## src/rtl/bba_pkg.sv

```systemverilog
// Package for the byte-to-block aligner: sizes, codes and shared types.
// Used by bba_fill, bba_emit and the top level; depends on nothing else.

package bba_pkg;

    // Block geometry (BLOCK_BYTES is a power of two, at least 16)
    localparam int BLOCK_BYTES  = 512;
    localparam int ADDRESS_BITS = 40;

    // Field widths of the beats
    localparam int OFFSET_W = 40;
    localparam int BYTE_W   = 8;
    localparam int WIDX_W   = 6;
    localparam int WORD_W   = 64;

    // Derived sizes
    localparam int AW        = (ADDRESS_BITS < OFFSET_W) ? ADDRESS_BITS : OFFSET_W;
    localparam int OFF_BITS  = $clog2(BLOCK_BYTES);
    localparam int FILL_BITS = OFF_BITS + 1;
    localparam int BLK_BITS  = AW - OFF_BITS;
    localparam int WORDS     = BLOCK_BYTES / 8;
    localparam int WSEL_BITS = OFF_BITS - 3;
    localparam int WCNT_BITS = WSEL_BITS + 1;

    // Operation codes on the input tuser
    localparam logic OP_WRITE = 1'b0;
    localparam logic OP_FLUSH = 1'b1;

    // Result kinds on the output tuser
    localparam logic KIND_DATA = 1'b0;
    localparam logic KIND_ERR  = 1'b1;

    typedef enum logic [1:0] {
        S_IDLE,
        S_PROC,
        S_WAIT
    } t_fill_state;

    // Request from the fill control to the emitter
    typedef struct packed {
        logic blk;   // stream the current block out
        logic err;   // send one rejected-write beat
    } t_emit_req;

    // Emitter status back to the fill control
    typedef struct packed {
        logic busy;  // block words still in flight
        logic rdy;   // a request can be taken this cycle
    } t_emit_sts;

    // Current block as seen by the emitter; held stable while busy
    typedef struct packed {
        logic [BLK_BITS-1:0]  base;     // block number
        logic [WSEL_BITS-1:0] asm_idx;  // word held in the assembly register
        logic [WORD_W-1:0]    asm_word; // partially filled word
        logic [WORDS-1:0]     wmap;     // words written back to the RAM
    } t_blk_view;

endpackage

```

## src/rtl/bba_emit.sv

```systemverilog
// Emitter: reads the block RAM word by word, fills holes with zeros and drives
// the registered result beat. Uses bba_pkg.

module bba_emit (
    input  logic                              i_clk,
    input  logic                              i_rst_n,
    // from fill control
    input  bba_pkg::t_emit_req                i_req,
    output bba_pkg::t_emit_sts                o_sts,
    input  bba_pkg::t_blk_view                i_view,
    // block RAM read port
    output logic                              o_re,
    output logic [bba_pkg::WSEL_BITS-1:0]     o_raddr,
    input  logic [bba_pkg::WORD_W-1:0]        i_rdata,
    // result beat
    output logic                              o_valid,
    input  logic                              i_ready,
    output logic                              o_kind,
    output logic [bba_pkg::OFFSET_W-1:0]      o_baddr,
    output logic [bba_pkg::WIDX_W-1:0]        o_widx,
    output logic [bba_pkg::WORD_W-1:0]        o_word,
    output logic                              o_last
);

    localparam int WB = bba_pkg::WSEL_BITS;
    localparam int CB = bba_pkg::WCNT_BITS;

    logic                          r_busy, n_busy;
    logic [CB-1:0]                 r_cnt, n_cnt;
    logic                          r_s1v, n_s1v;
    logic [WB-1:0]                 r_s1w;
    logic                          r_ov, n_ov;
    logic                          r_kind;
    logic [bba_pkg::OFFSET_W-1:0]  r_baddr;
    logic [bba_pkg::WIDX_W-1:0]    r_widx;
    logic [bba_pkg::WORD_W-1:0]    r_word;
    logic                          r_last;

    logic                          out_free;
    logic                          s1_adv;
    logic                          issue;
    logic [bba_pkg::WORD_W-1:0]    s1_word;

    assign out_free = !r_ov || i_ready;
    assign s1_adv   = r_s1v && out_free;
    assign issue    = r_busy && !r_cnt[WB] && (!r_s1v || s1_adv);

    assign o_re    = issue;
    assign o_raddr = r_cnt[WB-1:0];

    assign o_sts.busy = r_busy;
    assign o_sts.rdy  = !r_busy && out_free;

    // word as sent: assembly word, written word or zero padding
    always_comb begin
        if (r_s1w == i_view.asm_idx) begin
            s1_word = i_view.asm_word;
        end else if (i_view.wmap[r_s1w]) begin
            s1_word = i_rdata;
        end else begin
            s1_word = '0;
        end
    end

    // read sequencing and beat valid
    always_comb begin
        n_busy = r_busy;
        n_cnt  = r_cnt;
        n_s1v  = r_s1v;
        n_ov   = r_ov;
        if (i_req.blk) begin
            n_busy = 1'b1;
            n_cnt  = '0;
        end
        if (issue) begin
            n_cnt = r_cnt + CB'(1);
        end
        if (r_busy && r_cnt[WB] && (!r_s1v || s1_adv)) begin
            n_busy = 1'b0;
        end
        if (issue) begin
            n_s1v = 1'b1;
        end else if (s1_adv) begin
            n_s1v = 1'b0;
        end
        if (s1_adv || i_req.err) begin
            n_ov = 1'b1;
        end else if (i_ready) begin
            n_ov = 1'b0;
        end
    end

    always_ff @(posedge i_clk) begin
        if (!i_rst_n) begin
            r_busy <= 1'b0;
            r_cnt  <= '0;
            r_s1v  <= 1'b0;
            r_ov   <= 1'b0;
        end else begin
            r_busy <= n_busy;
            r_cnt  <= n_cnt;
            r_s1v  <= n_s1v;
            r_ov   <= n_ov;
        end
    end

    // read stage index and result beat payload
    always_ff @(posedge i_clk) begin
        if (issue) begin
            r_s1w <= r_cnt[WB-1:0];
        end
        if (s1_adv) begin
            r_kind  <= bba_pkg::KIND_DATA;
            r_baddr <= bba_pkg::OFFSET_W'({i_view.base, {bba_pkg::OFF_BITS{1'b0}}});
            r_widx  <= bba_pkg::WIDX_W'(r_s1w);
            r_word  <= s1_word;
            r_last  <= (r_s1w == WB'(bba_pkg::WORDS - 1));
        end else if (i_req.err) begin
            r_kind  <= bba_pkg::KIND_ERR;
            r_baddr <= '0;
            r_widx  <= '0;
            r_word  <= '0;
            r_last  <= 1'b1;
        end
    end

    assign o_valid = r_ov;
    assign o_kind  = r_kind;
    assign o_baddr = r_baddr;
    assign o_widx  = r_widx;
    assign o_word  = r_word;
    assign o_last  = r_last;

endmodule

```

## config.mk

```make
export PLATFORM = sky130hd
export DESIGN_NAME = bba_emit
export DESIGN_NICKNAME = d
export VERILOG_FILES = /design/src/rtl/bba_pkg.sv /design/src/rtl/bba_emit.sv
export SDC_FILE = /design/constraint.sdc
export NUM_CORES = 1
export LEC_CHECK = 0
export ABC_AREA = 1
export ABC_CLOCK_PERIOD_IN_PS = 6900
export BUFFER_PORTS_ARGS = -buffer_cell sky130_fd_sc_hd__buf_2
export CAP_MARGIN = 30
export CORE_AREA = 2 2 138 140
export CTS_BUF_LIST = sky130_fd_sc_hd__clkbuf_16
export CTS_CLUSTER_DIAMETER = 120
export DETAILED_ROUTE_END_ITERATION = 10
export DIE_AREA = 0 0 140 142
export PLACE_DENSITY = 0.66
export RECOVER_POWER = 25
export SYNTH_ARGS = -nofsm -noshare
export SYNTH_HDL_FRONTEND = slang
export SYNTH_SLANG_ARGS = --single-unit
```

## constraint.sdc

```tcl
create_clock -name i_clk -period 6.9 [get_ports i_clk]
set_input_delay 0.69 -clock i_clk [delete_from_list [all_inputs] [get_ports i_clk]]
set_output_delay 0.69 -clock i_clk [all_outputs]
set_load 0.005 [all_outputs]
```

# After elaboration in Yosys (flattened, before gate mapping)
# Cells that the tools add are included.
# op_classes
n_bitwise	1
order_cmp	1
eq_ne	2
addsub	1
n_reduce_logical	18
n_div	0
n_mul	0
mux	18
shift	0
# op_table
op	count
2-to-1 mux 64 bit	4
2-to-1 mux 40 bit	2
2-to-1 mux 7 bit	2
2-to-1 mux 6 bit	2
nonzero test 2 bit	4
adder 7 x 1 -> 7 bit, second input constant	1
< comparator 6 x 7 -> 1 bit, second input constant	1
2-to-1 mux 1 bit	7
binary-select mux 1 bit (select 6 bit)	1
== test 6 bit	1
== test 6 bit, second input constant	1
logical AND 1 bit	6
zero test 1 bit	4
logical OR 1 bit	3
OR reduction 2 bit	1
inverter 1 bit	1
# totals
register_bits	119
output_inout_bits	122
in_bits	234
n_memories	0
ram_bits	0
wordCells	51
latch_bits	0
rom_bits	0

# Longest topological paths before layout
# logic_depth
ltp_word	6
depth_mapped	13

# Least setup slack after synthesis
# OpenSTA, ideal clock, no wires.
# synth_path
path_kind	input port to flip-flop
startpoint	input i_ready
endpoint	register r_baddr, in the netlist o_baddr[10] (enable)
stages	5
path_slack_ns	4.280
n_path_buf	0
t_arrival_ns	2.203
cell_sequence	inv_1 > nand2_1 > nand2_1 > inv_1 > or2_2
# synth_via
elab_chain_cells	3
# synth_rtl
item	line	source
from (decl)	bba_emit.sv:17	input logic i_ready,
logical OR 1 bit	bba_emit.sv:44	assign out_free = !r_ov || i_ready;
logical AND 1 bit	bba_emit.sv:45	assign s1_adv = r_s1v && out_free;
nonzero test 2 bit (no source line)	-	
to (signal assigned)	bba_emit.sv:114	r_baddr <= bba_pkg::OFFSET_W'({i_view.base, {bba_pkg::OFF_BITS{1'b0}}});
to (decl)	bba_emit.sv:34	logic [bba_pkg::OFFSET_W-1:0] r_baddr;
# No other way between the ends.
# A chain may end at the register's enable or synchronous reset.

# Worst setup path in the final report
# layout_path
startpoint	input i_ready
endpoint	register r_word, in the netlist o_word[30] (enable)
# layout_via
elab_chain_cells	3
# layout_rtl
item	line	source
logical OR 1 bit	bba_emit.sv:44	
logical AND 1 bit	bba_emit.sv:45	
nonzero test 2 bit (no source line)	-	
to (signal assigned)	bba_emit.sv:116	r_word <= s1_word;
to (decl)	bba_emit.sv:36	logic [bba_pkg::WORD_W-1:0] r_word;
# No other way between the ends.

==> results.txt <==
# nets final - 1227
root buffer cell - clkbuf_16
# DRC - 23
final max-slew violation count - 39
Max Freq - 314.7 MHz
Die W - 140 um
met3 wire length - 1.362 mm
Syn Inst Count - 670
CTS buffer count - 17
via count of the first global-routing pass - 5430
vias per inst - 4.613
CP startpoint kind - input port
Tcrit/Tclk final - 46.05%
largest net degree at the start of global routing - 76
H-tree depth - 4
crit path time final - 3.178 ns
CTS Hold Bufs - 0
routed len/inst - 15.02 um
Max-cap violations - 1
routed vias - 5716
Cell Rows - 50
status - finished with violations
Fin. Hold Viols - 0
Slew @ Worst Pin - 1.702 ns
Max FO, Critical Path - 69
first-pass GRT wire length - 27.81 mm
HPWL Detailed - 13.37 mm
setup bufs post-CTS - 0
Synth Register Bits - 119
# setup viols final - 0
commonest non-fill, non-tap cell in the layout - buf_2
CTS Sinks - 119
Routed Antenna Nets - 0
cell chain of the critical path - buf_2 > inv_1 > nand2_1 > nand2_1 > clkbuf_1 > inv_2 > or2_4 > buf_4
Area Growth Syn to Fin - 38.00%
RSZ-0062 raised after global routing - no
Antenna diodes - 0
required time of the critical path - 7.02 ns
failing checks - design-rule violations, max-capacitance violations, max-slew violations
clk_skew - 0.01253 ns
slowest stage delay, CP - 1.21 ns
CP dominant cell by count - nand2_1
VDD IR max - 0.0001587 V
WL met1 - 7.607 mm
WL final - 18.61 mm
Slew HR - -13.47%
Pre-Repair DR Iteration Count - 8
PwrDens - 237.6 nW/um^2
slowest cell on the critical path - clkbuf_1
TritonCTS clock tree - yes
initial antenna violation count - 0
clk_lat worst skew - 0.42 ns
Crit path max-delay family - buffers and inverters
most area-consuming cells after synthesis - edfxtp_1 54%, nand2_1 10%, a21oi_1 6.2%, o21ai_0 6.1%, inv_1 4.4%
register area share after synthesis - 57.86%
met2 wire length - 9.224 mm
total negative setup slack - 0 ns
leakage dissipation - 0.003984 uW
Syn Area/Cell - 8.934 sq um
DRT iter0 DRCs - 473
Die ar. - 19880 sq um
Tot Pwr - 1963 uW
PortBufs - 346
WP buf/inv - 5
critical path class - input port to flop
area fraction of the dominant cell type after synthesis - 54.18%
WHS - 0.4886 ns
most frequent cells in the layout - 329 x buf_2, 164 x nand2_1, 108 x edfxtp_1, 74 x a21oi_1, 73 x o21ai_0
Die H - 142 um
All-Layer GR Usage - 18.06%
area leader, netlist - edfxtp_1
CP arrival - 3.30 ns
Final Wtd Congestion - 0.8569
Starting Density - 32.43%
Max clock buf depth - 2
# resized after CTS - 0
highest routed layer - met4
CTS clk-pin slew, worst paths - 0.06 ns
CORE AREA - 18460 sq um
crit end category - flop
share of post-route cells with drive strength above 1 - 36.82%
Mapped Area - 5986 sq um
IO Pins - 356
synth warn - 0
worst min-delay path class - flop to flop
Cell variety after synth - 28
grt total ovfl - 0
## sequential cells by signal, summed over array words and instances (netlist names)
register and cells:
o_baddr 31, o_kind 1, o_last 1, o_valid 1, o_widx 6, o_word 64, r_busy 1, r_cnt 7
r_s1v 1, r_s1w 6
## worst reg2reg max path: stages (launching register included)
cell,delay (ns)
dfxtp_1,0.33
nand2_1,0.09
nand2_1,0.07
clkbuf_1,1.21
inv_2,0.06
or2_4,0.59
buf_4,0.46
## path summary, 6_finish.rpt
check | startpoint | to | slack, ns | depth (start not counted)
hold reg to reg | o_kind$_SDFFE_PP0P_ | o_kind$_SDFFE_PP0P_ | 0.49 | 2
hold / removal | o_kind$_SDFFE_PP0P_ | o_kind$_SDFFE_PP0P_ | 0.49 | 2
setup reg to reg | o_valid$_SDFFE_PN0P_ | o_word[30]$_SDFFCE_PN0P_ | 3.79 | 6
setup / recovery | i_ready | o_word[30]$_SDFFCE_PN0P_ | 3.72 | 8
## through the flow
stage	instance area [sq um]	instances	util, %	setup slack (ns)
2_1_floorplan	6016	678	-	4.280
3_3_place_gp	7731	1207	41.89	3.903
3_5_place_dp	7731	1207	41.89	3.876
4_1_cts	8285	1239	44.89	3.927
5_1_grt	8260	1239	44.76	3.496
6_report	8260	1239	44.76	3.722
## logic make-up (layout without fill, tap and decap cells)
group | after synthesis | count (layout) | synth area share (%)
simple gates | 262 | 262 | 17.54
flops | 119 | 119 | 57.86
buf+inv | 128 | 455 | 10.41
compound gates | 155 | 155 | 13.34
fa+ha+maj | 1 | 1 | 0.2090
other cells | 1 | 9 | 0.06265
xor+xnor | 4 | 4 | 0.5854
## Yosys cell counts
cell and count:
a2111oi_0 1, a21oi_1 74, a221oi_1 2, a22oi_1 1, a31oi_1 1, buf_1 1, buf_2 12, buf_4 20
buf_6 7, clkbuf_1 17, conb_1 1, dfxtp_1 11, edfxtp_1 108, ha_1 1, inv_1 70, inv_2 1
nand2_1 164, nand2_4 1, nand3_1 37, nand4_1 2, nor2_1 54, nor3_1 2, o211ai_1 3, o21ai_0 73
or2_1 1, or2_2 1, xnor2_1 2, xor2_1 2
## power breakdown
part,total [uW],switching (uW),internal (uW)
registers,858,17.7,840
clock network,838,343,495
logic,267,155,112
total,1960,516,1450
## per-layer routing
metal / vias to the layer above / track usage (%)
met1: 2591 / 21.70
li1: 2854 / -
met5: - / 0
met3: 34 / 5.653
met4: 0 / 6.805
met2: 237 / 30.59
## area by class of cell
cell class | count | area (sq um)
well taps | 234 | 292.8
multi-input cells | 431 | 1932
flip-flops and latches | 119 | 3463
fillers | 1851 | 10190
clock inverters | 15 | 128.9
inverters | 71 | 266.5
clock buffers | 17 | 425.4
repair buffers | 352 | 1752
Note: power is estimated with default switching activity, not from simulation.
