==> src/rtl/bba_pkg.sv <==
// Package for the byte-to-block aligner: sizes, codes and shared types.
// Used by bba_fill, bba_emit and the top level; depends on nothing else.

package bba_pkg;

    // Block geometry (BLOCK_BYTES is a power of two, at least 16)
    localparam int BLOCK_BYTES  = 512;
    localparam int ADDRESS_BITS = 40;

    // Field widths of the beats
    localparam int OFFSET_W = 40;
    localparam int BYTE_W   = 8;
    localparam int WIDX_W   = 6;
    localparam int WORD_W   = 64;

    // Derived sizes
    localparam int AW        = (ADDRESS_BITS < OFFSET_W) ? ADDRESS_BITS : OFFSET_W;
    localparam int OFF_BITS  = $clog2(BLOCK_BYTES);
    localparam int FILL_BITS = OFF_BITS + 1;
    localparam int BLK_BITS  = AW - OFF_BITS;
    localparam int WORDS     = BLOCK_BYTES / 8;
    localparam int WSEL_BITS = OFF_BITS - 3;
    localparam int WCNT_BITS = WSEL_BITS + 1;

    // Operation codes on the input tuser
    localparam logic OP_WRITE = 1'b0;
    localparam logic OP_FLUSH = 1'b1;

    // Result kinds on the output tuser
    localparam logic KIND_DATA = 1'b0;
    localparam logic KIND_ERR  = 1'b1;

    typedef enum logic [1:0] {
        S_IDLE,
        S_PROC,
        S_WAIT
    } t_fill_state;

    // Request from the fill control to the emitter
    typedef struct packed {
        logic blk;   // stream the current block out
        logic err;   // send one rejected-write beat
    } t_emit_req;

    // Emitter status back to the fill control
    typedef struct packed {
        logic busy;  // block words still in flight
        logic rdy;   // a request can be taken this cycle
    } t_emit_sts;

    // Current block as seen by the emitter; held stable while busy
    typedef struct packed {
        logic [BLK_BITS-1:0]  base;     // block number
        logic [WSEL_BITS-1:0] asm_idx;  // word held in the assembly register
        logic [WORD_W-1:0]    asm_word; // partially filled word
        logic [WORDS-1:0]     wmap;     // words written back to the RAM
    } t_blk_view;

endpackage

==> src/rtl/bba_fill.sv <==
// Fill control: takes one item, checks order, assembles bytes into 64-bit words
// and writes finished words to the block RAM. Uses bba_pkg.

module bba_fill (
    input  logic                            i_clk,
    input  logic                            i_rst_n,
    // item input
    input  logic                            i_valid,
    output logic                            o_ready,
    input  logic                            i_op,
    input  logic [bba_pkg::OFFSET_W-1:0]    i_addr,
    input  logic [bba_pkg::BYTE_W-1:0]      i_byte,
    // block RAM write port
    output logic                            o_we,
    output logic [bba_pkg::WSEL_BITS-1:0]   o_waddr,
    output logic [bba_pkg::WORD_W-1:0]      o_wdata,
    // emitter
    output bba_pkg::t_emit_req              o_req,
    input  bba_pkg::t_emit_sts              i_sts,
    output bba_pkg::t_blk_view              o_view
);

    localparam int OB = bba_pkg::OFF_BITS;
    localparam int WB = bba_pkg::WSEL_BITS;
    localparam int FB = bba_pkg::FILL_BITS;

    bba_pkg::t_fill_state r_state, n_state;

    // held item
    logic                        r_op;
    logic [bba_pkg::AW-1:0]      r_addr;
    logic [bba_pkg::BYTE_W-1:0]  r_data;

    // block state
    logic [FB-1:0]                 r_fill, n_fill;
    logic [bba_pkg::BLK_BITS-1:0]  r_base, n_base;
    logic [bba_pkg::WORD_W-1:0]    r_asm, n_asm;
    logic [WB-1:0]                 r_asm_idx, n_asm_idx;
    logic [bba_pkg::WORDS-1:0]     r_wmap, n_wmap;
    logic                          r_done, n_done;
    logic                          r_emitted, n_emitted;

    // item decode
    logic [bba_pkg::BLK_BITS-1:0] a_blk;
    logic [OB-1:0]                a_off;
    logic [WB-1:0]                a_wo;
    logic [2:0]                   a_ln;
    logic [bba_pkg::WORD_W-1:0]   a_lane;
    logic                         has_blk;
    logic                         is_full;
    logic                         same_blk;
    logic                         backward;
    logic                         off_last;
    logic                         do_store;
    logic                         store_new;
    logic                         go;

    assign a_blk    = r_addr[bba_pkg::AW-1:OB];
    assign a_off    = r_addr[OB-1:0];
    assign a_wo     = a_off[OB-1:3];
    assign a_ln     = a_off[2:0];
    assign a_lane   = bba_pkg::WORD_W'(r_data) << {a_ln, 3'b000};
    assign has_blk  = (r_fill != '0);
    assign is_full  = r_fill[OB];
    assign same_blk = (a_blk == r_base);
    assign backward = (a_blk < r_base) || (same_blk && (FB'(a_off) < r_fill));
    assign off_last = (a_off == {OB{1'b1}});

    assign o_ready = (r_state == bba_pkg::S_IDLE);

    // next state and block update
    always_comb begin
        n_state   = r_state;
        n_fill    = r_fill;
        n_done    = r_done;
        n_emitted = r_emitted;
        o_req     = '0;
        do_store  = 1'b0;
        store_new = 1'b0;
        go        = 1'b0;
        case (r_state)
            bba_pkg::S_IDLE: begin
                if (i_valid) begin
                    n_done    = 1'b0;
                    n_emitted = 1'b0;
                    n_state   = bba_pkg::S_PROC;
                end
            end
            bba_pkg::S_PROC: begin
                if (is_full) begin
                    // full block held over from the last item goes first
                    if (i_sts.rdy) begin
                        o_req.blk = 1'b1;
                        n_fill    = '0;
                        n_emitted = 1'b1;
                        n_state   = bba_pkg::S_WAIT;
                    end
                end else if (r_op == bba_pkg::OP_FLUSH) begin
                    if (!has_blk) begin
                        n_state = bba_pkg::S_IDLE;
                    end else if (i_sts.rdy) begin
                        o_req.blk = 1'b1;
                        n_fill    = '0;
                        n_done    = 1'b1;
                        n_state   = bba_pkg::S_WAIT;
                    end
                end else if (has_blk && backward) begin
                    if (i_sts.rdy) begin
                        o_req.err = 1'b1;
                        n_state   = bba_pkg::S_IDLE;
                    end
                end else if (has_blk && same_blk) begin
                    go = !off_last || i_sts.rdy;
                    if (go) begin
                        do_store = 1'b1;
                        if (off_last) begin
                            o_req.blk = 1'b1;
                            n_fill    = '0;
                            n_done    = 1'b1;
                            n_state   = bba_pkg::S_WAIT;
                        end else begin
                            n_fill  = FB'(a_off) + FB'(1);
                            n_state = bba_pkg::S_IDLE;
                        end
                    end
                end else if (has_blk) begin
                    // byte in a later block: close the current one first
                    if (i_sts.rdy) begin
                        o_req.blk = 1'b1;
                        n_fill    = '0;
                        n_emitted = 1'b1;
                        n_state   = bba_pkg::S_WAIT;
                    end
                end else begin
                    // no block held: start one at the byte's own block
                    go = !(off_last && !r_emitted) || i_sts.rdy;
                    if (go) begin
                        do_store  = 1'b1;
                        store_new = 1'b1;
                        n_fill    = FB'(a_off) + FB'(1);
                        n_state   = bba_pkg::S_IDLE;
                        if (off_last && !r_emitted) begin
                            o_req.blk = 1'b1;
                            n_fill    = '0;
                            n_done    = 1'b1;
                            n_state   = bba_pkg::S_WAIT;
                        end
                    end
                end
            end
            bba_pkg::S_WAIT: begin
                if (!i_sts.busy) begin
                    n_state = r_done ? bba_pkg::S_IDLE : bba_pkg::S_PROC;
                end
            end
            default: begin
                n_state = bba_pkg::S_IDLE;
            end
        endcase
    end

    // byte placement into the assembly word, write-back of a finished word
    always_comb begin
        n_base    = r_base;
        n_asm     = r_asm;
        n_asm_idx = r_asm_idx;
        n_wmap    = r_wmap;
        o_we      = 1'b0;
        o_waddr   = r_asm_idx;
        o_wdata   = r_asm;
        if (do_store) begin
            if (store_new) begin
                n_base    = a_blk;
                n_wmap    = '0;
                n_asm     = a_lane;
                n_asm_idx = a_wo;
            end else if (a_wo == r_asm_idx) begin
                n_asm = r_asm | a_lane;
            end else begin
                o_we              = 1'b1;
                n_wmap[r_asm_idx] = 1'b1;
                n_asm             = a_lane;
                n_asm_idx         = a_wo;
            end
        end
    end

    // control registers
    always_ff @(posedge i_clk) begin
        if (!i_rst_n) begin
            r_state   <= bba_pkg::S_IDLE;
            r_fill    <= '0;
            r_base    <= '0;
            r_wmap    <= '0;
            r_done    <= 1'b0;
            r_emitted <= 1'b0;
        end else begin
            r_state   <= n_state;
            r_fill    <= n_fill;
            r_base    <= n_base;
            r_wmap    <= n_wmap;
            r_done    <= n_done;
            r_emitted <= n_emitted;
        end
    end

    // payload registers
    always_ff @(posedge i_clk) begin
        r_asm     <= n_asm;
        r_asm_idx <= n_asm_idx;
        if (i_valid && o_ready) begin
            r_op   <= i_op;
            r_addr <= i_addr[bba_pkg::AW-1:0];
            r_data <= i_byte;
        end
    end

    assign o_view.base     = r_base;
    assign o_view.asm_idx  = r_asm_idx;
    assign o_view.asm_word = r_asm;
    assign o_view.wmap     = r_wmap;

endmodule

==> config.mk <==
export PLATFORM = sky130hd
export DESIGN_NAME = bba_fill
export DESIGN_NICKNAME = d
export VERILOG_FILES = /design/src/rtl/bba_pkg.sv /design/src/rtl/bba_fill.sv
export SDC_FILE = /design/constraint.sdc
export NUM_CORES = 1
export LEC_CHECK = 0
export BUFFER_PORTS_ARGS = -buffer_cell sky130_fd_sc_hd__buf_4
export CAP_MARGIN = 15
export CORE_MARGIN = 4
export CORE_UTILIZATION = 35
export DETAILED_ROUTE_END_ITERATION = 16
export PLACE_DENSITY = 0.56
export SLEW_MARGIN = 5
export SYNTH_ARGS = -nofsm -noshare
export SYNTH_HDL_FRONTEND = slang
export SYNTH_SLANG_ARGS = --single-unit
export TNS_END_PERCENT = 50
==> constraint.sdc <==
create_clock -name i_clk -period 5 [get_ports i_clk]
set_input_delay 0.25 -clock i_clk [delete_from_list [all_inputs] [get_ports i_clk]]
set_output_delay 0.25 -clock i_clk [all_outputs]
set_load 0.05 [all_outputs]
Word-level counts from Yosys, hierarchy flattened

Cells that the tools add are included.

Add/subtract/negate cells: 1
$mul: 0
Div/mod/pow operators: 0
Order comparisons: 4
Eq/ne operators: 28
Shifts and indexed selects: 1
Muxes and demuxes: 87
Bitwise operators: 2
Reduce and logical (&&, ||, !) cells: 22

Operators with widths:

| kind                   | count |
|---|---|
| $mux W64               | 4 |
| $or A64 B64 Y64        | 2 |
| $mux W10               | 10 |
| $shl A8 B6 Y64         | 1 |
| $mux W1                | 50 |
| $eq A31 B31 Y1         | 1 |
| $lt A31 B31 Y1         | 1 |
| $mux W2                | 15 |
| $ne A3 B3 Y1 const B   | 8 |
| $ne A4 B4 Y1 const B   | 5 |
| $mux W9                | 2 |
| $mux W6                | 2 |
| $reduce_and A6 Y1      | 2 |
| $reduce_and A11 Y1     | 1 |
| $add A9 B1 Y10 const B | 1 |
| $lt A9 B10 Y1          | 1 |
| $ne A2 B2 Y1 const B   | 5 |
| $reduce_bool A10 Y1    | 1 |
| $eq A9 B9 Y1 const B   | 1 |
| $lt A6 B7 Y1 const B   | 1 |
| $ne A7 B7 Y1 const B   | 1 |
| $demux W1 S6           | 1 |
| $eq A6 B6 Y1           | 1 |
| $ge A6 B1 Y1 const B   | 1 |
| other kinds (16)       | 27 |

Register bits: 228
Latch bits: 0
Bits in writable memories: 0
Bits in read-only memories: 0
Bits of input ports: 54
Output and inout port bits: 239
Logic and storage cells: 157
Memories: 0

Depth between registers and ports, before layout

Gate-level depths: netlist of run 1.

Depth after elaboration: 13
Mapped depth: 13
Depth with buffers taken out: 12

Least setup slack after synthesis of run 1

OpenSTA, ideal clock, no wires.

Kind: register to register
From: reg r_base[30] (netlist name)
To: reg r_asm, in the netlist o_wdata[0] (enable)
Setup time: 0.418 ns
Arrival time: 3.735 ns
Data required time: 4.582 ns
Path slack: 0.847 ns
Cell stages (with the launch flop): 10
Buffers on the path: 0
Period minus slack after synthesis: 4.153 ns
Path through: dfxtp_1 -> inv_1 -> ha_1 -> nand3_1 -> nor4_1 -> nand2_1 -> a21oi_1 -> a2bb2oi_1 -> o21ai_0 -> inv_1

Longest elaborated chain between the ends: 8
Elaborated cells on any way between the ends: 11
Those cells by class: 1 x order compare; 1 x eq/ne; 5 x mux; 4 x reduce/logical

RTL lines:

| element                                                                | RTL line        | source |
|---|---|---|
| start: declaration                                                     | bba_fill.sv:36  | `logic [bba_pkg::BLK_BITS-1:0] r_base, n_base;` |
| start signal: assignment                                               | bba_fill.sv:200 | `r_base <= n_base;` |
| parallel branches: the longest is 4 deep, another holds $lt A31 B31 Y1 | --              |  |
| $mux W1 (*)                                                            | bba_fill.sv:107 | `end else if (has_blk && backward) begin` |
| $mux W1 (*)                                                            | bba_fill.sv:98  | `end else if (r_op == bba_pkg::OP_FLUSH) begin` |
| $mux W1 (*)                                                            | bba_fill.sv:90  | `if (is_full) begin` |
| $mux W1 (*)                                                            | bba_fill.sv:81  | `case (r_state)` |
| net do_store                                                           | bba_fill.sv:54  | `logic do_store;` |
| end signal: assignment                                                 | bba_fill.sv:209 | `r_asm <= n_asm;` |
| end: declaration                                                       | bba_fill.sv:37  | `logic [bba_pkg::WORD_W-1:0] r_asm, n_asm;` |

Mark *: on every way through the listed nets, which the timed path passes.
A chain may end at the register's enable or synchronous reset.

Worst setup path in the final report of run 1

From: reg r_addr[0] (netlist name)
To: reg r_wmap[46] (netlist name)

Longest elaborated chain between the ends: 13
Elaborated cells on any way between the ends: 26
Those cells by class: 1 x order compare; 2 x eq/ne; 14 x mux; 9 x reduce/logical

RTL lines:

| element                     | RTL line        | source |
|---|---|---|
| start: declaration          | bba_fill.sv:31  | `logic [bba_pkg::AW-1:0] r_addr;` |
| start signal: assignment    | bba_fill.sv:213 | `r_addr <= i_addr[bba_pkg::AW-1:0];` |
| $eq A9 B9 Y1                | bba_fill.sv:67  | `assign off_last = (a_off == {OB{1'b1}});` |
| $logic_and A1 B1 Y1         | bba_fill.sv:136 | `go = !(off_last && !r_emitted) \|\| i_sts.rdy;` |
| $logic_not A1 Y1            | bba_fill.sv:136 |  |
| $logic_or A1 B1 Y1          | bba_fill.sv:136 |  |
| $mux W1                     | bba_fill.sv:137 | `if (go) begin` |
| $mux W1                     | bba_fill.sv:126 | `end else if (has_blk) begin` |
| $mux W1                     | bba_fill.sv:112 | `end else if (has_blk && same_blk) begin` |
| $mux W1                     | bba_fill.sv:107 |  |
| $mux W1                     | bba_fill.sv:98  |  |
| $mux W1                     | bba_fill.sv:90  |  |
| $mux W1                     | bba_fill.sv:81  |  |
| $ne A2 B2 Y1 (no line)      | --              |  |
| $reduce_and A2 Y1 (no line) | --              |  |
| end signal: assignment      | bba_fill.sv:201 | `r_wmap <= n_wmap;` |
| end: declaration            | bba_fill.sv:39  | `logic [bba_pkg::WORDS-1:0] r_wmap, n_wmap;` |

Several ways; a longest one is shown, not always the timed one.

==> summary.md, run 1 <==
| Metric | Value |
|---|---|
| Layout-stage area growth over the synthesis result | `33.29%` |
| Required time at the endpoint of the critical path | `5440 ps` |
| Fin Clk Skew | `14.15 ps` |
| Synthesized-area fraction occupied by ao, oa, aoi and oai cells | `15.39%` |
| Worst-margin pin slew | `1084 ps` |
| Clock Latency Late Sink | `520 ps` |
| Multi-input gate area | `3462 µm²` |
| Post-route fraction of the period consumed by the critical path | `72.19%` |
| DR pass1 iterations | `4` |
| Highest-count cells in the layout ignoring fill and taps | `sky130_fd_sc_hd__buf_4 (298), sky130_fd_sc_hd__nand2_1 (147), sky130_fd_sc_hd__edfxtp_1 (119)` |
| Cell area power density | `356.9 nW/µm²` |
| FF+latch area | `5756 µm²` |
| Setup repair after global routing missed its margin | `no` |
| Cell total after placement | `1496` |
| Final-stage net count | `1291` |
| Area share of fa/ha/maj cells after synthesis | `5.076%` |
| CP Capture Type | `register` |
| Leakage power summed over all cells | `5.321 nW` |
| Critical path cell sequence | `ha_1 -> and3_1 -> and3_1 -> ha_1 -> nand2b_1 -> nor2_1 -> or3_1 -> buf_4 -> and2_2 -> nand2b_4 -> nor4b_4 -> nand3_2 -> o21ai_1` |
| Delay of the slowest cell on the worst path | `490 ps` |
| Wire length of the first global-routing pass | `42030 µm` |
| Number of top-level pins | `293` |
| Share of synthesized area occupied by flip-flops and latches | `56.94%` |
| Cells after Synth | `938` |
| Worst-case vdd ir drop | `274.0 µV` |
| Worst Path Class, Setup | `register to register` |
| Post-CTS sizing | `0` |
| Max-slew violation total from the final report | `0` |
| CTS tree | `done` |
| Post-synthesis mux area share | `0.09903%` |
| Area post-placement | `12130 µm²` |
| Highest clock frequency the design can meet | `277.0 MHz` |
| Postcts setup bufs | `0` |
| Avg Synthesized Cell Area | `10.78 µm²` |
| Tightest slew margin relative to the limit | `27.59%` |
| Number of failing setup endpoints in the final timing report | `0` |
| Primary FF master, synth | `sky130_fd_sc_hd__edfxtp_1` |
| Crit-path leading delay family | `simple AND/OR/NAND/NOR gates` |
| Vias post-DR | `7710` |
| Total of warnings raised by yosys | `0` |
| Leading cell type in the layout, fill and taps excluded | `sky130_fd_sc_hd__buf_4` |
| Core box area | `28160 µm²` |
| Global placer's final weighted congestion | `0.8756` |
| Synthesized flop and latch total | `228` |
| Parity-gate share of the synthesized area counting xor and xnor cells | `1.040%` |
| Worst endpoint data arrival time | `4050 ps` |
| Post-detailed-route count of antenna-violating nets | `0` |
| Final non-filler cell total | `1594` |
| Post-detailed-route via-to-cell ratio | `4.837` |
| Antenna violations before repair | `1` |
| CP Max Fanout | `32` |
| Simple-gate area share of the yosys netlist | `12.56%` |
| Effective utilization at floorplan | `35.89%` |
| Combined global-route utilization of all metal layers | `16.59%` |
| Crit path buf inv count | `1` |
| Netlist Area Pre-Place | `10110 µm²` |
| Initial drt markers | `443` |
| Number of nets produced by synthesis | `1033` |
| GRT Residual Overflow | `0` |
| Clock sink total | `228` |
| Path class of the lowest-slack min-delay path | `input port to register` |
| Chip width | `177.9 µm` |
| Die span in y | `177.9 µm` |
| Critical-path top delay cell | `sky130_fd_sc_hd__edfxtp_1` |
| Final wirelength | `27920 µm` |
| Count of flip-flops with a built-in enable after synthesis | `119` |
| DIE AREA | `31660 µm²` |
| Minimum setup slack in the final design | `1390 ps` |
| Status | `finished, final reports clean` |
| Via count of the first global-routing pass | `7389` |
| Fraction of layout instances using a drive strength above 1 | `29.30%` |
| Cell variety after synth | `56` |
| Register clock-pin slew on the reported worst setup and hold paths | `60 ps` |
| Dominant combinational cell family by area after synthesis | `compound AO/OA/AOI/OAI gates` |
| Root buffer cell | `sky130_fd_sc_hd__clkbuf_16` |
| Setup Slack @ Placement | `1374 ps` |
| Number of fillers in the final layout | `2600` |
| Final sum of negative setup slack | `0 ps` |
| Maximum Capacitance Violations | `0` |
| Asr flop ratio synth | `0%` |
| Setup crit start kind | `register` |
| Final design area excluding fillers | `13470 µm²` |
| Post-route minimum period | `3610 ps` |
| Row count | `61` |
| Maximum number of pins on one net before global-route repair | `67` |
| Inserted Clock Buffers | `26` |
| Wire length per cell | `17.52 µm` |
| PortBufs | `292` |
| Detail Placement HPWL | `19950 µm` |
| Maximum root-to-sink buffer count | `3` |
| Detailed-route DRC error count | `0` |
| Number of H-tree levels | `1` |
| Final Hold Viols | `0` |
-- final cells by class --
type / instances / share of cell area (%)
clock inverter: 7 / 0.4179
inverter: 48 / 1.337
antenna: 1 / 0.01858
tap: 378 / 3.511
sequential: 228 / 42.72
timing repair buffer: 349 / 20.47
multi-input combinational: 543 / 25.70
clock buffer: 40 / 5.823
-- where the power goes --
part | internal (mW) | switching (mW) | leakage (nW)
clock | 1.12 | 0.725 | 0.413
sequential | 2.07 | 0.0927 | 2.01
combinational | 0.264 | 0.532 | 2.90
total | 3.46 | 1.35 | 5.32
-- what timing repair did --
action / 4_1_cts / 5_1_grt
hold buffers: 50 / 0
setup endpoints to repair: 0 / 0
endpoints found under the hold margin: 50 / 0
-- flip-flops by register name, indices dropped and copies added (netlist names) --
name,count
r_fill,10
r_wmap,64
r_done,1
r_data,8
r_base,31
r_op,1
o_wdata,64
r_emitted,1
r_state,2
o_waddr,6
r_addr,40
-- kinds of logic (layout without fill, tap and decap cells) --
logic type | Yosys count | count (layout)
other cells | 0 | 1
mux | 1 | 1
flops | 228 | 228
xor+xnor | 12 | 12
fa+ha+maj | 41 | 41
compound gates | 227 | 227
simple gates | 262 | 262
buf+inv | 167 | 444
-- Yosys cell counts, types with 4 or more instances --
master	n	area, µm²
sky130_fd_sc_hd__inv_1	48	180.2
sky130_fd_sc_hd__buf_4	70	525.5
sky130_fd_sc_hd__o21ai_1	64	320.3
sky130_fd_sc_hd__o2bb2ai_1	8	70.07
sky130_fd_sc_hd__a21boi_0	32	240.2
sky130_fd_sc_hd__nand2_1	147	551.8
sky130_fd_sc_hd__nand3_1	16	80.08
sky130_fd_sc_hd__and3_1	4	25.02
sky130_fd_sc_hd__nor2b_1	5	31.28
sky130_fd_sc_hd__nand3b_1	5	37.54
sky130_fd_sc_hd__xnor2_1	7	61.31
sky130_fd_sc_hd__nand4_1	7	43.79
sky130_fd_sc_hd__a21oi_1	20	100.1
sky130_fd_sc_hd__nor2_1	27	101.4
sky130_fd_sc_hd__buf_1	16	60.06
sky130_fd_sc_hd__nand2_2	6	37.54
sky130_fd_sc_hd__ha_1	41	513.0
sky130_fd_sc_hd__nor4_1	5	31.28
sky130_fd_sc_hd__xor2_1	5	43.79
sky130_fd_sc_hd__dfxtp_1	109	2182
sky130_fd_sc_hd__a22o_1	65	569.3
sky130_fd_sc_hd__nor3_1	12	60.06
sky130_fd_sc_hd__clkbuf_1	31	116.4
sky130_fd_sc_hd__edfxtp_1	119	3573
sky130_fd_sc_hd__a21o_1	4	30.03
sky130_fd_sc_hd__and3b_1	4	35.03
sky130_fd_sc_hd__o21ai_0	16	80.08
-- through the flow --
stage | utilization, % | hold WS, ps | power (mW)
after floorplan | - | 348.9 | 2.747
after CTS | 47.83 | 73.07 | 4.876
after global routing | 47.83 | 118.3 | 5.019
final | 47.83 | 93.96 | 4.809
after detailed placement | 43.06 | 429.2 | 2.977
after global placement | 43.06 | 427.9 | 2.971
-- final timing paths --
| check | start | to | slack (ps) | depth (start not counted) |
|---|---|---|---|---|
| hold / removal | i_sts[1] | r_state[1] | 90 | 3 |
| hold reg to reg | r_wmap[53] | r_wmap[53] | 440 | 2 |
| setup / recovery | r_addr[0] | r_wmap[46] | 1390 | 13 |
| setup reg to reg | r_addr[0] | r_wmap[46] | 1390 | 13 |
-- routing by layer --
layer  global-route usage (%)  up-vias  wire length [µm]
met3                    3.686       24              2228
li1                         -     3793                 -
met5                        0        -                 0
met4                    2.707        0               357
met2                    27.14      257             13120
met1                    22.99     3636             12210
-- worst reg2reg max path, delay by kind of cell (launching register included) --
family	cells	cell delay [ps]
compound gates	1	200
fa+ha+maj	2	450
simple gates	9	2040
flops	1	490
buf+inv	1	360
No activity file was read; power rests on OpenSTA's default activity.
==> inputs of run 2 (changes only) <==
clock period = 3.55 ns   (was 5 ns; I/O delays follow)
==> run 2 against run 1 <==
  * Largest power group unchanged
  * Non-clock buffer count grew 6
  * Global-route usage shrank 0.060 points
  * Combinational power rose by 44%
  * Critical endpoint is now o_req[1]
  * Die area stayed put
  * First-iteration DRC count fell by 7.7%
==> summary.md, run 2 (synthesis results as in run 1) <==
| Metric | Value |
|---|---|
| Status | `finished, final reports clean` |
| Post-route fraction of the period consumed by the critical path | `93.63%` |
| Register clock-pin slew on the reported worst setup and hold paths | `60 ps (about the same)` |
| Worst Path Class, Setup | `register to output port` |
| Detail Placement HPWL | `19430 µm (-2.6%)` |
| Highest clock frequency the design can meet | `300.9 MHz` |
| PortBufs | `292 (unchanged)` |
| Final wirelength | `27630 µm (-1.1%)` |
| Post-route total power | `6.615 mW (+38%)` |
| Fin Clk Skew | `11.03 ps (-3.121 ps)` |
| Vias post-DR | `7706 (-0.052%)` |
| Root buffer cell | `sky130_fd_sc_hd__clkbuf_16` |
| Worst-case vdd ir drop | `293.2 µV (+7.0%)` |
| Detailed-route DRC error count | `0 (unchanged)` |
| Row count | `61 (unchanged)` |
| Tightest slew margin relative to the limit | `27.03% (-0.56 points)` |
| Leakage power summed over all cells | `5.326 nW (+0.10%)` |
| DIE AREA | `31660 µm² (unchanged)` |
| Comb power frac | `17.3% (+0.7 points)` |
| Initial drt markers | `409 (-7.7%)` |
| Maximum root-to-sink buffer count | `3 (unchanged)` |
| Switching power summed over all nets | `1.917 mW (+42%)` |
| Global placer's final weighted congestion | `0.8635 (-1.4%)` |
| Chip width | `177.9 µm (unchanged)` |
| Maximum Capacitance Violations | `0 (unchanged)` |
| Number of top-level pins | `293 (unchanged)` |
| Worst endpoint data arrival time | `3150 ps (-900 ps)` |
| Final-stage net count | `1297 (+0.46%)` |
| Number of H-tree levels | `1 (unchanged)` |
| Leading cell type in the layout, fill and taps excluded | `sky130_fd_sc_hd__buf_4` |
| Share of power burned in registers | `46.0% (+1.0 points)` |
| Inserted Clock Buffers | `26 (unchanged)` |
| Worst-margin pin slew | `1092 ps (+8.392 ps)` |
| DR pass1 iterations | `4 (unchanged)` |
| Fraction of layout instances using a drive strength above 1 | `31.12% (+1.8 points)` |
| Maximum number of pins on one net before global-route repair | `66 (-1.5%)` |
| Wire length per cell | `17.28 µm (-1.4%)` |
| Final design area excluding fillers | `13510 µm² (+0.27%)` |
| Cell area power density | `489.7 nW/µm² (+37%)` |
| Post-detailed-route count of antenna-violating nets | `0 (unchanged)` |
| Clk network pwr share | `36.6% (-1.8 points)` |
| CP Capture Type | `output port` |
| Wire length of the first global-routing pass | `42040 µm (about the same)` |
| Setup crit start kind | `register` |
| Diodes inserted | `0 (-1)` |
| Antenna violations before repair | `0 (-1)` |
| Clock sink total | `228 (unchanged)` |
| Switching part of the total power | `28.97% (+0.89 points)` |
| Via count of the first global-routing pass | `7417 (+0.38%)` |
| Area post-placement | `12190 µm² (+0.55%)` |
| Int Power | `4.698 mW (+36%)` |
| Core box area | `28160 µm² (unchanged)` |
| Effective utilization at floorplan | `35.89% (unchanged)` |
| GRT Residual Overflow | `0 (unchanged)` |
| Post-route minimum period | `3324 ps` |
| Clock Latency Late Sink | `520 ps (about the same)` |
| Worst Hold Slack | `94.62 ps (+0.6578 ps)` |
| Post-detailed-route via-to-cell ratio | `4.819 (-0.36%)` |
| Number of failing setup endpoints in the final timing report | `0 (unchanged)` |
| Final sum of negative setup slack | `0 ps (unchanged)` |
| Setup repair after global routing missed its margin | `no` |
| Required time at the endpoint of the critical path | `3370 ps (-2070 ps)` |
| Final Hold Viols | `0 (unchanged)` |
| Die span in y | `177.9 µm (unchanged)` |
| CP Max Fanout | `9 (-72%)` |
| Path class of the lowest-slack min-delay path | `input port to register` |
| Highest-count cells in the layout ignoring fill and taps | `sky130_fd_sc_hd__buf_4 (302), sky130_fd_sc_hd__nand2_1 (147), sky130_fd_sc_hd__edfxtp_1 (119)` |
| CTS tree | `done` |
| Max-slew violation total from the final report | `0 (unchanged)` |
| Layout-stage area growth over the synthesis result | `33.65%` |
| Combined global-route utilization of all metal layers | `16.53% (-0.060 points)` |
run 2: changes by cell type in the layout (fill, tap and decap cells not counted), sizes merged:
cell,delta
buf,+4
clkinv,+3
clkinvlp,+2
inv,-2
bufinv,-1
clkbuf,-1
diode,-1
dlygate4sd3,+1
run 2: final cells by class:
class                   instances  area (µm²)
clock inverters                 9       46.29
repair buffers                355        2803
well taps                     378       473.0
clock buffers                  38       716.9
fillers                      2610       14660
inverters                      48       183.9
multi-input cells             543        3507
flip-flops and latches        228        5778
run 2: critical path: stages, from the launching register on:
cell and delay [ps]:
sky130_fd_sc_hd__edfxtp_1 380, sky130_fd_sc_hd__ha_1 330, sky130_fd_sc_hd__nand4_1 210, sky130_fd_sc_hd__nor4_4 410
sky130_fd_sc_hd__nand3_1 360, sky130_fd_sc_hd__a22oi_1 410, sky130_fd_sc_hd__nor2_1 70, sky130_fd_sc_hd__a21oi_1 160
sky130_fd_sc_hd__nor2_1 90, sky130_fd_sc_hd__buf_4 200
run 2: routing by layer:
layer  part of all wire [%]  vias to the layer above  wire length, µm  track usage [%]
met5                      0                        -                0                0
met4                    1.7                        0              467            3.384
met3                    8.2                       33             2261            3.856
met2                     46                      257            12820            26.72
met1                     44                     3618            12070            22.78
li1                       -                     3798                -                -
run 2: power by group through the flow:
stage	logic [mW]	clock network [mW]	registers [mW]
detailed placement	1.10	0	3.10
floorplan	0.610	0	3.26
global placement	1.10	0	3.10
global route	1.24	2.60	3.06
CTS	1.15	2.51	3.05
finish	1.15	2.42	3.05
run 2: metrics by stage:
step | utilization [%] | setup WS [ps] | instances
6_report | 47.96 | 226.3 | 1599
5_1_grt | 47.96 | 6.243 | 1599
4_1_cts | 47.84 | 32.15 | 1598
3_5_place_dp | 43.30 | 221.7 | 1500
3_3_place_gp | 43.30 | 301.3 | 1500
2_1_floorplan | - | -13.19 | 938
run 2: repair_timing:
item | CTS | global route
resized for setup | 1 | 4
gates cloned | 0 | 0
hold buffers | 51 | 0
setup endpoints to repair | 3 | 3
buffers inserted | 0 | 0
endpoints found under the hold margin | 51 | 0
run 2: worst paths after layout:
check              from         end  slack [ps]  cells after the start
max          r_addr[22]    o_req[1]         230                      9
min             i_rst_n  r_state[1]          90                      2
max reg2reg   r_addr[5]  o_waddr[3]         280                     10
min reg2reg  r_wmap[59]  r_wmap[59]         450                      2
